### config.mk
export PLATFORM = sky130hd
export DESIGN_NAME = bounded_positional_list_top
export DESIGN_NICKNAME = d
export VERILOG_FILES = /design/src/sv/bpl_pkg.sv /design/src/sv/bounded_positional_list_top.sv /design/src/sv/bpl_ram.sv
export VERILOG_INCLUDE_DIRS = /design/src /design/src/sv
export SDC_FILE = /design/constraint.sdc
export NUM_CORES = 1
export LEC_CHECK = 0
export ABC_AREA = 1
export ABC_CLOCK_PERIOD_IN_PS = 5950
export BUFFER_PORTS_ARGS = -buffer_cell sky130_fd_sc_hd__buf_2
export CAP_MARGIN = 5
export CORE_MARGIN = 2
export CORE_UTILIZATION = 40
export DETAILED_ROUTE_END_ITERATION = 8
export GPL_TIMING_DRIVEN = 0
export PLACE_DENSITY = 0.65
export SLEW_MARGIN = 10
export SYNTH_ARGS = -nofsm -noshare
export SYNTH_HDL_FRONTEND = slang
export SYNTH_HIERARCHICAL = 1
export SYNTH_SLANG_ARGS = --single-unit
### constraint.sdc
create_clock -name i_clk -period 5.95 [get_ports i_clk]
set_input_delay 0.595 -clock i_clk [delete_from_list [all_inputs] [get_ports i_clk]]
set_output_delay 0.595 -clock i_clk [all_outputs]
set_load 0.05 [all_outputs]
### src/sv/assert_macros.svh
// ---------------------------------------------------------------------------
// Assertion macros
// Shared concurrent assertion forms, clocked on i_clk and disabled in reset.
// ---------------------------------------------------------------------------
`ifndef ASSERT_MACROS_SVH
`define ASSERT_MACROS_SVH

// same-cycle implication
`define ASSERT_IMPL(label, ante, cons) \
    label: assert property (@(posedge i_clk) disable iff (!i_rst_n) (ante) |-> (cons)) \
        else $error("assertion failed");

// next-cycle implication
`define ASSERT_NEXT(label, ante, cons) \
    label: assert property (@(posedge i_clk) disable iff (!i_rst_n) (ante) |=> (cons)) \
        else $error("assertion failed");

`endif

### src/sv/bpl_pkg.sv
// ---------------------------------------------------------------------------
// bpl_pkg
// Types and constants of the bounded positional list.
// ---------------------------------------------------------------------------
package bpl_pkg;

    localparam int BPL_DEPTH = 16;
    localparam int DATA_W    = 32;

    typedef enum logic [2:0] {
        KIND_INS_FRONT = 3'd0,
        KIND_INS_BACK  = 3'd1,
        KIND_REM_FRONT = 3'd2,
        KIND_REM_BACK  = 3'd3,
        KIND_REM_POS   = 3'd4
    } t_kind;

    typedef enum logic [1:0] {
        ST_OK    = 2'd0,
        ST_FULL  = 2'd1,
        ST_EMPTY = 2'd2,
        ST_RANGE = 2'd3
    } t_status;

    typedef enum logic [1:0] {
        S_IDLE,
        S_READ,
        S_SHIFT
    } t_state;

    typedef struct packed {
        logic [2:0]         kind;
        logic signed [31:0] value;
        logic [3:0]         position;
    } t_req;

    typedef struct packed {
        logic [1:0]         status;
        logic signed [31:0] removed_value;
        logic [4:0]         list_length;
    } t_rsp;

endpackage

### src/sv/bounded_positional_list_top.sv
// ---------------------------------------------------------------------------
// bounded_positional_list_top
// Ordered list of signed 32-bit values held in a circular RAM buffer.
// ---------------------------------------------------------------------------
// The list lives in one RAM of P_DEPTH words addressed as a ring from a head
// pointer, so inserts at either end and removal of the front or back need no
// data movement. Inserts, and every request that ends in an error status or
// carries an unused kind, finish in the accept cycle. Remove front and
// remove back push their result from S_READ, after the registered RAM read.
// Remove at position reads the same way; then, in S_SHIFT, the entries
// behind the hole move forward one per cycle through the single read and
// write port pair. No new request is accepted until the list is settled.
// Two result registers sit at the output: while the first waits on a stall,
// the second takes the result of one more request, and further requests
// hold until it drains.
// Entries never written are never read, so no clearing pass runs after reset.
// ---------------------------------------------------------------------------
`include "assert_macros.svh"

module bounded_positional_list_top #(
    parameter int P_DEPTH = bpl_pkg::BPL_DEPTH
) (
    input  logic          i_clk,
    input  logic          i_rst_n,
    input  logic          i_in_valid,
    output logic          o_in_stall,
    input  bpl_pkg::t_req i_in,
    output logic          o_out_valid,
    input  logic          i_out_stall,
    output bpl_pkg::t_rsp o_out
);

    localparam int AW = $clog2(P_DEPTH);
    localparam int CW = $clog2(P_DEPTH + 1);
    localparam int LW = (CW > 5) ? CW : 5;
    localparam int MW = (CW > 4) ? CW : 4;

    bpl_pkg::t_state r_state, n_state;
    logic [AW-1:0]   r_head, n_head;
    logic [CW-1:0]   r_count, n_count;
    logic [AW-1:0]   r_idx, n_idx;
    logic [AW-1:0]   r_last, n_last;
    logic            r_shift, n_shift;
    logic            r_out_valid, n_out_valid;
    bpl_pkg::t_rsp   r_out, n_out;
    logic            r_skid_valid, n_skid_valid;
    bpl_pkg::t_rsp   r_skid, n_skid;

    logic                      w_in_acc;
    logic                      w_full;
    logic                      w_empty;
    logic                      w_out_free;
    logic                      w_push;
    bpl_pkg::t_rsp             w_push_rsp;
    logic                      w_wr_en;
    logic [AW-1:0]             w_wr_addr;
    logic [bpl_pkg::DATA_W-1:0] w_wr_data;
    logic                      w_rd_en;
    logic [AW-1:0]             w_rd_addr;
    logic [bpl_pkg::DATA_W-1:0] w_rd_data;

    function automatic logic [AW-1:0] f_phys(input logic [AW-1:0] head,
                                             input logic [AW:0]   off);
        logic [AW+1:0] s;
        s = (AW+2)'(head) + (AW+2)'(off);
        if (s >= (AW+2)'(P_DEPTH)) begin
            s = s - (AW+2)'(P_DEPTH);
        end
        return s[AW-1:0];
    endfunction

    function automatic logic [4:0] f_len(input logic [CW-1:0] cnt);
        logic [LW-1:0] e;
        e = LW'(cnt);
        return e[4:0];
    endfunction

    assign w_in_acc   = i_in_valid && !o_in_stall;
    assign o_in_stall = (r_state != bpl_pkg::S_IDLE) || r_skid_valid;
    assign w_full     = (r_count == CW'(P_DEPTH));
    assign w_empty    = (r_count == '0);
    assign w_out_free = !r_out_valid || !i_out_stall;

    always_comb begin
        n_state      = r_state;
        n_head       = r_head;
        n_count      = r_count;
        n_idx        = r_idx;
        n_last       = r_last;
        n_shift      = r_shift;
        w_push       = 1'b0;
        w_push_rsp   = '0;
        w_wr_en      = 1'b0;
        w_wr_addr    = r_head;
        w_wr_data    = i_in.value;
        w_rd_en      = 1'b0;
        w_rd_addr    = r_head;
        unique case (r_state)
            bpl_pkg::S_IDLE: begin
                if (w_in_acc) begin
                    w_push                   = 1'b1;
                    w_push_rsp.status        = bpl_pkg::ST_OK;
                    w_push_rsp.removed_value = '0;
                    w_push_rsp.list_length   = f_len(r_count);
                    unique case (i_in.kind)
                        bpl_pkg::KIND_INS_FRONT, bpl_pkg::KIND_INS_BACK: begin
                            if (w_full) begin
                                w_push_rsp.status = bpl_pkg::ST_FULL;
                            end else begin
                                w_wr_en = 1'b1;
                                if (i_in.kind == bpl_pkg::KIND_INS_FRONT) begin
                                    n_head = (r_head == '0) ? AW'(P_DEPTH - 1)
                                                            : r_head - AW'(1);
                                    w_wr_addr = n_head;
                                end else begin
                                    w_wr_addr = f_phys(r_head, (AW+1)'(r_count));
                                end
                                n_count                = r_count + CW'(1);
                                w_push_rsp.list_length = f_len(n_count);
                            end
                        end
                        bpl_pkg::KIND_REM_FRONT, bpl_pkg::KIND_REM_BACK,
                        bpl_pkg::KIND_REM_POS: begin
                            if (w_empty) begin
                                w_push_rsp.status = bpl_pkg::ST_EMPTY;
                            end else if (i_in.kind == bpl_pkg::KIND_REM_POS &&
                                         MW'(i_in.position) >= MW'(r_count)) begin
                                w_push_rsp.status = bpl_pkg::ST_RANGE;
                            end else begin
                                w_push      = 1'b0;
                                n_state     = bpl_pkg::S_READ;
                                n_count     = r_count - CW'(1);
                                n_last      = AW'(r_count - CW'(1));
                                n_shift     = (i_in.kind == bpl_pkg::KIND_REM_POS);
                                w_rd_en     = 1'b1;
                                unique case (i_in.kind)
                                    bpl_pkg::KIND_REM_FRONT: begin
                                        n_idx  = '0;
                                        n_head = f_phys(r_head, (AW+1)'(1));
                                    end
                                    bpl_pkg::KIND_REM_BACK: begin
                                        n_idx = AW'(r_count - CW'(1));
                                    end
                                    default: begin
                                        n_idx = AW'(i_in.position);
                                    end
                                endcase
                                w_rd_addr = f_phys(r_head, (AW+1)'(n_idx));
                            end
                        end
                        default: begin
                        end
                    endcase
                end
            end
            bpl_pkg::S_READ: begin
                w_push                   = 1'b1;
                w_push_rsp.status        = bpl_pkg::ST_OK;
                w_push_rsp.removed_value = w_rd_data;
                w_push_rsp.list_length   = f_len(r_count);
                if (r_shift && r_idx != r_last) begin
                    w_rd_en   = 1'b1;
                    w_rd_addr = f_phys(r_head, (AW+1)'(r_idx) + (AW+1)'(1));
                    n_state   = bpl_pkg::S_SHIFT;
                end else begin
                    n_state = bpl_pkg::S_IDLE;
                end
            end
            bpl_pkg::S_SHIFT: begin
                w_wr_en   = 1'b1;
                w_wr_addr = f_phys(r_head, (AW+1)'(r_idx));
                w_wr_data = w_rd_data;
                if ((AW+1)'(r_idx) + (AW+1)'(1) == (AW+1)'(r_last)) begin
                    n_state = bpl_pkg::S_IDLE;
                end else begin
                    w_rd_en   = 1'b1;
                    w_rd_addr = f_phys(r_head, (AW+1)'(r_idx) + (AW+1)'(2));
                    n_idx     = r_idx + AW'(1);
                end
            end
            default: begin
                n_state = bpl_pkg::S_IDLE;
            end
        endcase

        n_out_valid  = r_out_valid;
        n_out        = r_out;
        n_skid_valid = r_skid_valid;
        n_skid       = r_skid;
        if (w_out_free) begin
            if (r_skid_valid) begin
                n_out_valid  = 1'b1;
                n_out        = r_skid;
                n_skid_valid = w_push;
                n_skid       = w_push_rsp;
            end else begin
                n_out_valid  = w_push;
                n_out        = w_push_rsp;
            end
        end else if (w_push) begin
            n_skid_valid = 1'b1;
            n_skid       = w_push_rsp;
        end
    end

    always_ff @(posedge i_clk) begin
        if (!i_rst_n) begin
            r_state      <= bpl_pkg::S_IDLE;
            r_head       <= '0;
            r_count      <= '0;
            r_out_valid  <= 1'b0;
            r_skid_valid <= 1'b0;
        end else begin
            r_state      <= n_state;
            r_head       <= n_head;
            r_count      <= n_count;
            r_out_valid  <= n_out_valid;
            r_skid_valid <= n_skid_valid;
        end
    end

    always_ff @(posedge i_clk) begin
        r_idx   <= n_idx;
        r_last  <= n_last;
        r_shift <= n_shift;
        r_out   <= n_out;
        r_skid  <= n_skid;
    end

    bpl_ram #(
        .P_WIDTH (bpl_pkg::DATA_W),
        .P_DEPTH (P_DEPTH)
    ) u_ram (
        .i_clk     (i_clk),
        .i_wr_en   (w_wr_en),
        .i_wr_addr (w_wr_addr),
        .i_wr_data (w_wr_data),
        .i_rd_en   (w_rd_en),
        .i_rd_addr (w_rd_addr),
        .o_rd_data (w_rd_data)
    );

    assign o_out_valid = r_out_valid;
    assign o_out       = r_out;

    `ASSERT_IMPL(a_count_bound, 1'b1, r_count <= CW'(P_DEPTH))
    `ASSERT_IMPL(a_shift_no_overlap, r_state == bpl_pkg::S_SHIFT && w_rd_en, w_rd_addr != w_wr_addr)
    `ASSERT_IMPL(a_read_slot_free, r_state == bpl_pkg::S_READ, !r_skid_valid)
    `ASSERT_IMPL(a_skid_behind_out, r_skid_valid, r_out_valid)
    `ASSERT_NEXT(a_shift_in_range, r_state == bpl_pkg::S_SHIFT && w_rd_en, r_idx < r_last)

endmodule

### src/sv/bpl_ram.sv
// ---------------------------------------------------------------------------
// bpl_ram
// Generic simple dual-port RAM, one write and one registered read port.
// ---------------------------------------------------------------------------
module bpl_ram #(
    parameter int P_WIDTH = 32,
    parameter int P_DEPTH = 16
) (
    input  logic                       i_clk,
    input  logic                       i_wr_en,
    input  logic [$clog2(P_DEPTH)-1:0] i_wr_addr,
    input  logic [P_WIDTH-1:0]         i_wr_data,
    input  logic                       i_rd_en,
    input  logic [$clog2(P_DEPTH)-1:0] i_rd_addr,
    output logic [P_WIDTH-1:0]         o_rd_data
);

    logic [P_WIDTH-1:0] r_mem [P_DEPTH];
    logic [P_WIDTH-1:0] r_rd_data;

    always_ff @(posedge i_clk) begin
        if (i_wr_en) begin
            r_mem[i_wr_addr] <= i_wr_data;
        end
        if (i_rd_en) begin
            r_rd_data <= r_mem[i_rd_addr];
        end
    end

    assign o_rd_data = r_rd_data;

endmodule
==> flow_metrics.env, run 1 <==
export IMPL_cts_tree="built"
export IMPL_detailed_placer_s_ending_hpwl_um=55990
export IMPL_yosysSeqAreaShare=0.6613
export IMPL_max_slew_worst_pin_slew_ps=1139
export IMPL_finalClockSkew_ps=20.24
export IMPL_worst_slack_ps=1298
export IMPL_report_final_hold_viol_count=0
export IMPL_max_clock_path_buffers=3
export IMPL_design_final_nets=3123
export IMPL_power_switching_share=0.2755
export IMPL_final_antenna_net_count=0
export IMPL_power_report_internal_total_uw=8274
export IMPL_antennaDiodeCount=0
export IMPL_seqPwrFrac=0.456
export IMPL_ioPinCount=84
export IMPL_pre_cts_slack_ps=1443
export IMPL_power_switching_uw=3146
export IMPL_cellLeakagePower_uw=0.01455
export IMPL_fin_setup_tns_ps=0
export IMPL_cts_hold_repair_buffers=0
export IMPL_worst_setup_path_start_kind="flip-flop"
export IMPL_worstPathArrival_ps=5010
export IMPL_grt_pass1_wl_um=121200
export IMPL_row_count=98
export IMPL_detail_route_wl_per_cell_um=20.57
export IMPL_final_cells=4051
export IMPL_ys_types=46
export IMPL_critPathSlowestCell="sky130_fd_sc_hd__o21ai_0"
export IMPL_grt_setup_unrepaired="no"
export IMPL_synth_top_cell_by_area="sky130_fd_sc_hd__edfxtp_1"
export IMPL_worstSetupPathType="flip-flop to flip-flop"
export IMPL_die_height_um=273.5
export IMPL_synth_seq_cells=644
export IMPL_syn_instance_count=2855
export IMPL_rrSetupSlack_ps=1300
export IMPL_routabilityCongestion=0.8836
export IMPL_max_stage_delay_ps=560
export IMPL_via_count_normalized_by_instance_count=5.107
export IMPL_ys_top_cells_by_area="sky130_fd_sc_hd__edfxtp_1, sky130_fd_sc_hd__nand2_1, sky130_fd_sc_hd__nand3_1"
export IMPL_die_area_mm2=0.07479
export IMPL_ys_async_sr_fraction=0
export IMPL_dr_total_vias=20690
export IMPL_worst_r2r_startpoint="r_count[0]"
export IMPL_drc=0
export IMPL_cts_buffers_inserted=69
export IMPL_gr_usage_met3=0.03447
export IMPL_maxCapViolCount=0
export IMPL_path_cells="inv_1, ha_1, o21ai_0, ha_1, and3_1, nor2_1, inv_1, nand2_1, nand2_1, o21ai_0, nand3_1, nand3_1, clkbuf_1, inv_1, clkbuf_1, nand3_1, nand2_1"
export IMPL_setup_fix_bufs_post_cts=0
export IMPL_dominantRegCellSynth="sky130_fd_sc_hd__edfxtp_1"
export IMPL_cts_resized=0
export IMPL_die_w_um=273.5
export IMPL_whs_endpoint="u_ram/r_mem[0][22]"
export IMPL_start_util=0.4049
export IMPL_comb_power_share=0.158
export IMPL_finalSetupViolCount=0
export IMPL_synth_most_common_cell="sky130_fd_sc_hd__nand2_1"
export IMPL_slew_headroom=0.2410
export IMPL_global_route_usage_met1=0.2958
export IMPL_r2r_worst_path_cells=17
export IMPL_gr_usage_all_layers=0.2218
export IMPL_path_depth=17
export IMPL_grt_pass1_vias=19350
export IMPL_synth_yosys_warnings=6
export IMPL_avgSynthCellArea_um2=10.17
export IMPL_worst_path_max_fanout=10
export IMPL_slew_viol_final=0
export IMPL_io_buffer_count=82
export IMPL_detail_route_first_pass_iterations=5
export IMPL_cp_data_required_time_ps=6310
export IMPL_r2r_end="u_ram/o_rd_data[25]"
export IMPL_postRouteWirelength_um=83350
export IMPL_power_density_mw_per_mm2=339.2
export IMPL_clock_tree_root_cell="sky130_fd_sc_hd__clkbuf_16"
export IMPL_final_layout_size_suffix_gt1_frac=0.1161
export IMPL_drtIter0Drc=2632
export IMPL_syn_num_nets=2928
export IMPL_place_inst=3929
export IMPL_endpoint_kind="flip-flop"
export IMPL_vdd_ir_drop_worst_mv=0.2192
export IMPL_areaGrowthSynthToFinish_pct=15.93
export IMPL_number_of_antenna_violations_at_the_first_check_in_global_routing=1
export IMPL_min_period_ps=4652
export IMPL_grt_busiest_layer="met2"
export IMPL_post_synth_most_frequent_cells="sky130_fd_sc_hd__nand2_1, sky130_fd_sc_hd__edfxtp_1, sky130_fd_sc_hd__inv_1"
export IMPL_fin_crit_sh=0.7819
export IMPL_synth_enable_flop_cells=631
export IMPL_clock_latency_ps=620
export IMPL_core_area_mm2=0.07173
export IMPL_whs_path_depth=3
export IMPL_clockPowerShare=0.386
export IMPL_critPathTopFamily="buffers and inverters"
export IMPL_status="complete, no violations"
export IMPL_min_from="i_in[26]"
export IMPL_synth_top_cell_area_share=0.6523
export IMPL_holdCritPathClass="input port to flip-flop"
export IMPL_critPathBufInv=5
export IMPL_global_route_usage_met2=0.3674
export IMPL_grt_overflow_total=0
export IMPL_path_clk_slew_ps=60
export IMPL_pin_count_of_the_biggest_net_entering_global_routing=33
export IMPL_htree_num_levels=3
export IMPL_clock_sinks=644
export IMPL_max_freq_mhz=214.9
export IMPL_synthesis_area_mm2=0.02905
[registers in the layout, indices dropped and copies added (netlist names)]
| name | flops |
|---|---|
| o_out | 39 |
| o_out_valid | 1 |
| r_count | 5 |
| r_head | 4 |
| r_idx | 4 |
| r_last | 4 |
| r_shift | 1 |
| r_skid | 39 |
| r_skid_valid | 1 |
| r_state | 2 |
| u_ram/o_rd_data | 32 |
| u_ram/r_mem | 512 |
[cell usage in the layout (no fill, tap or decap), types with 3 or more instances in the layout]
cell,instances
sky130_fd_sc_hd__nand4_1,4
sky130_fd_sc_hd__clkbuf_1,35
sky130_fd_sc_hd__buf_12,17
sky130_fd_sc_hd__buf_4,27
sky130_fd_sc_hd__ha_1,25
sky130_fd_sc_hd__buf_6,32
sky130_fd_sc_hd__a21oi_1,19
sky130_fd_sc_hd__clkinv_2,15
sky130_fd_sc_hd__inv_1,480
sky130_fd_sc_hd__nand3_1,417
sky130_fd_sc_hd__inv_6,5
sky130_fd_sc_hd__nor2_4,19
sky130_fd_sc_hd__o21ai_1,38
sky130_fd_sc_hd__buf_2,130
sky130_fd_sc_hd__o211ai_1,5
sky130_fd_sc_hd__nand2_1,916
sky130_fd_sc_hd__nand2_2,4
sky130_fd_sc_hd__bufinv_16,10
sky130_fd_sc_hd__xnor2_1,10
sky130_fd_sc_hd__o22ai_1,4
sky130_fd_sc_hd__fa_1,5
sky130_fd_sc_hd__buf_1,18
sky130_fd_sc_hd__buf_16,3
sky130_fd_sc_hd__nor2_1,62
sky130_fd_sc_hd__dfxtp_1,13
sky130_fd_sc_hd__xor2_1,7
sky130_fd_sc_hd__nor2_2,4
sky130_fd_sc_hd__o21ai_0,33
sky130_fd_sc_hd__clkbuf_16,70
sky130_fd_sc_hd__edfxtp_1,631
sky130_fd_sc_hd__clkinv_1,9
sky130_fd_sc_hd__inv_2,6
[cell families (layout without fill, tap and decap cells)]
logic type | after synthesis | count (layout) | share of synthesized area
buffers and inverters | 619 | 865 | 0.09128
and+or+nand+nor | 1435 | 1435 | 0.2070
adders and majority gates | 30 | 30 | 0.01422
DFF | 644 | 644 | 0.6613
AOI/OAI and AO/OA | 110 | 110 | 0.02106
xor gates and xnor gates | 17 | 17 | 0.005126
[worst max path at each step]
stage | start | end | slack [ps]
3_3_place_gp | i_out_stall | r_skid[29] | -310
5_1_grt | r_count[0] | u_ram/o_rd_data[27] | 1000
2_1_floorplan | i_out_stall | r_skid[0] | 1620
4_1_cts | r_count[0] | u_ram/o_rd_data[5] | 1410
3_5_place_dp | i_in[37] | u_ram/o_rd_data[5] | 1440
6_report | r_count[0] | u_ram/o_rd_data[25] | 1300
[per-stage QoR]
stage / area, um^2 / util / hold slack (ps) / power (uW)
2_1_floorplan: 29050 / - / 494.4 / 6404
3_3_place_gp: 30650 / 0.4272 / 499.7 / 7014
3_5_place_dp: 31370 / 0.4374 / 506.3 / 7077
4_1_cts: 33670 / 0.4694 / 354.7 / 11440
5_1_grt: 33670 / 0.4694 / 392.0 / 11800
6_report: 33670 / 0.4694 / 381.3 / 11420
[power by group through the flow]
| stage | Sequential, uW | Combinational [uW] | Clock (uW) |
|---|---|---|---|
| global route | 5220 | 1940 | 4640 |
| detailed placement | 5300 | 1770 | 0 |
| floorplan | 5410 | 989 | 0 |
| CTS | 5210 | 1780 | 4450 |
| global placement | 5320 | 1700 | 0 |
| finish | 5210 | 1810 | 4400 |
[metal layers]
layer,vias up,wire length (um)
met1,9834,33620
met2,1035,39150
li1,9657,-
met5,-,13
met4,2,2580
met3,159,7982
[worst min-delay path, delay by kind of cell]
kind | cells | cell delay, ps
buffers and inverters | 1 | 80
and+or+nand+nor | 1 | 40
AOI/OAI and AO/OA | 1 | 130
[area by class of cell]
class | count | area [um^2]
inverters | 488 | 1834
well taps | 950 | 1189
plain buffers | 131 | 817.0
flip-flops and latches | 644 | 19210
clock inverters | 42 | 489.2
multi-input cells | 1592 | 7332
fillers | 6491 | 38060
repair buffers | 124 | 993.5
clock buffers | 80 | 1809
Power figures use the tool's default switching activity.
==> run 2: changes to the inputs <==
ABC_CLOCK_PERIOD_IN_PS = 4450   (was 5950)
clock period = 4.45 ns   (was 5.95 ns; I/O delays follow)
==> run 2 against run 1 <==
Compared with the run above:
- routed wire length about the same
- die area unchanged
- hold slack worse by 150 ps
- critical path type unchanged
- largest power group unchanged
==> flow_metrics.env, run 2 (synthesized netlist as in run 1, its figures left out) <==
export IMPL_cts_hold_repair_buffers=0
export IMPL_holdCritPathClass="input port to flip-flop"
export IMPL_cp_data_required_time_ps=4810
export IMPL_setup_fix_bufs_post_cts=0
export IMPL_cellLeakagePower_uw=0.01457
export IMPL_ioPinCount=84
export IMPL_max_clock_path_buffers=3
export IMPL_areaGrowthSynthToFinish_pct=15.95
export IMPL_design_final_nets=3122
export IMPL_worstSetupPathType="flip-flop to flip-flop"
export IMPL_final_antenna_net_count=0
export IMPL_postRouteWirelength_um=83330
export IMPL_report_final_hold_viol_count=0
export IMPL_slew_viol_final=0
export IMPL_detail_route_wl_per_cell_um=20.57
export IMPL_die_area_mm2=0.07479
export IMPL_status="complete, no violations"
export IMPL_layout_filler_cells=6487
export IMPL_die_height_um=273.5
export IMPL_pin_count_of_the_biggest_net_entering_global_routing=33
export IMPL_clock_tree_root_cell="sky130_fd_sc_hd__clkbuf_16"
export IMPL_r2r_worst_path_cells=14
export IMPL_multi_input_logic_area_mm2=0.007337
export IMPL_worstPathArrival_ps=4640
export IMPL_min_from="i_in[26]"
export IMPL_leading_cell_type_in_the_layout_fill_and_taps_excluded="sky130_fd_sc_hd__nand2_1"
export IMPL_clock_latency_ps=630
export IMPL_slew_headroom=0.2374
export IMPL_vdd_ir_drop_worst_mv=0.2955
export IMPL_power_density_mw_per_mm2=453.6
export IMPL_antennaDiodeCount=0
export IMPL_grt_pass1_wl_um=121200
export IMPL_endpoint_kind="flip-flop"
export IMPL_path_clk_slew_ps=60
export IMPL_drtIter0Drc=2625
export IMPL_grt_pass1_vias=19350
export IMPL_detailed_placer_s_ending_hpwl_um=55990
export IMPL_max_slew_worst_pin_slew_ps=1136
export IMPL_pre_cts_slack_ps=-47.12
export IMPL_detail_route_first_pass_iterations=6
export IMPL_cts_tree="built"
export IMPL_htree_num_levels=3
export IMPL_worst_slack_ps=172.8
export IMPL_dr_total_vias=20610
export IMPL_whs_endpoint="u_ram/r_mem[0][22]"
export IMPL_finalClockSkew_ps=21.66
export IMPL_routabilityCongestion=0.8836
export IMPL_largest_register="u_ram/r_mem"
export IMPL_core_area_mm2=0.07173
export IMPL_cts_buffers_inserted=69
export IMPL_grt_overflow_total=0
export IMPL_die_w_um=273.5
export IMPL_maxCapViolCount=0
export IMPL_start_util=0.4049
export IMPL_share_of_the_core_filled_with_cells_in_the_final_layout=0.4695
export IMPL_clock_sinks=644
export IMPL_area_sequential_mm2=0.01921
export IMPL_gr_usage_all_layers=0.2218
export IMPL_max_freq_mhz=233.8
export IMPL_fin_crit_sh=0.9612
export IMPL_finalSetupViolCount=0
export IMPL_number_of_antenna_violations_at_the_first_check_in_global_routing=1
export IMPL_worst_r2r_startpoint="r_head[1]"
export IMPL_io_buffer_count=82
export IMPL_rrSetupSlack_ps=170
export IMPL_r2r_end="u_ram/o_rd_data[27]"
export IMPL_via_count_normalized_by_instance_count=5.088
export IMPL_worst_setup_path_start_kind="flip-flop"
export IMPL_grt_setup_unrepaired="no"
export IMPL_cts_resized=2
export IMPL_whs_path_depth=3
export IMPL_min_period_ps=4277
export IMPL_largest_register_ff_count=512
export IMPL_drc=0
export IMPL_worst_path_max_fanout=13
export IMPL_most_common_layout_cells="sky130_fd_sc_hd__nand2_1, sky130_fd_sc_hd__edfxtp_1, sky130_fd_sc_hd__inv_1, sky130_fd_sc_hd__nand3_1, sky130_fd_sc_hd__buf_2"
export IMPL_final_layout_size_suffix_gt1_frac=0.1184
export IMPL_row_count=98
## run 2: worst max-delay path by stage
stage	to	depth (start not counted)	startpoint
4_1_cts	u_ram/o_rd_data[5]	18	r_count[0]
3_3_place_gp	r_skid[29]	4	i_out_stall
3_5_place_dp	u_ram/o_rd_data[5]	17	r_count[0]
6_report	u_ram/o_rd_data[27]	14	r_head[1]
2_1_floorplan	r_skid[0]	4	o_out_valid
5_1_grt	u_ram/o_rd_data[27]	13	r_count[0]
## run 2: metal layers
metal	vias to the layer above	part of all wire	GRT usage
li1	9650	-	-
met1	9759	0.40	0.2958
met2	1033	0.47	0.3674
met3	163	0.098	0.03447
met4	2	0.032	0.08039
met5	-	0.00016	0
## run 2: worst max-delay path, stage by stage (launching register included)
cell,delay [ps]
sky130_fd_sc_hd__dfxtp_2,550
sky130_fd_sc_hd__inv_1,250
sky130_fd_sc_hd__ha_1,360
sky130_fd_sc_hd__inv_1,50
sky130_fd_sc_hd__ha_1,190
sky130_fd_sc_hd__fa_1,490
sky130_fd_sc_hd__nand3_1,70
sky130_fd_sc_hd__o21ai_0,100
sky130_fd_sc_hd__a21oi_1,80
sky130_fd_sc_hd__nand2_1,170
sky130_fd_sc_hd__buf_2,380
sky130_fd_sc_hd__buf_1,770
sky130_fd_sc_hd__nand3_1,320
sky130_fd_sc_hd__nand3_1,140
sky130_fd_sc_hd__nand2_1,60
## run 2: per-stage QoR
stage	setup TNS [ps]	cells	power [uW]	instance area, um^2	hold WS (ps)
after CTS	0	4051	15300	33670	204.7
after global routing	0	4050	15780	33680	242.0
after floorplan	0	2855	8562	29050	494.4
after global placement	-701340	3887	9379	30650	499.7
after detailed placement	-47.12	3929	9462	31370	506.3
final	0	4050	15280	33680	228.4
## run 2: where the power goes
| group | switching, uW | internal, uW | total, uW |
|---|---|---|---|
| registers | 57.9 | 6900 | 6960 |
| logic | 1760 | 657 | 2420 |
| clock network | 2390 | 3500 | 5890 |
| total | 4210 | 11100 | 15300 |
## run 2: layout make-up
class,instances,area share
multi-input combinational,1592,0.2178
inverter,488,0.05446
clock inverter,42,0.01453
buffer,130,0.02430
clock buffer,80,0.05372
timing repair buffer,124,0.02950
sequential,644,0.5704
tap,950,0.03529
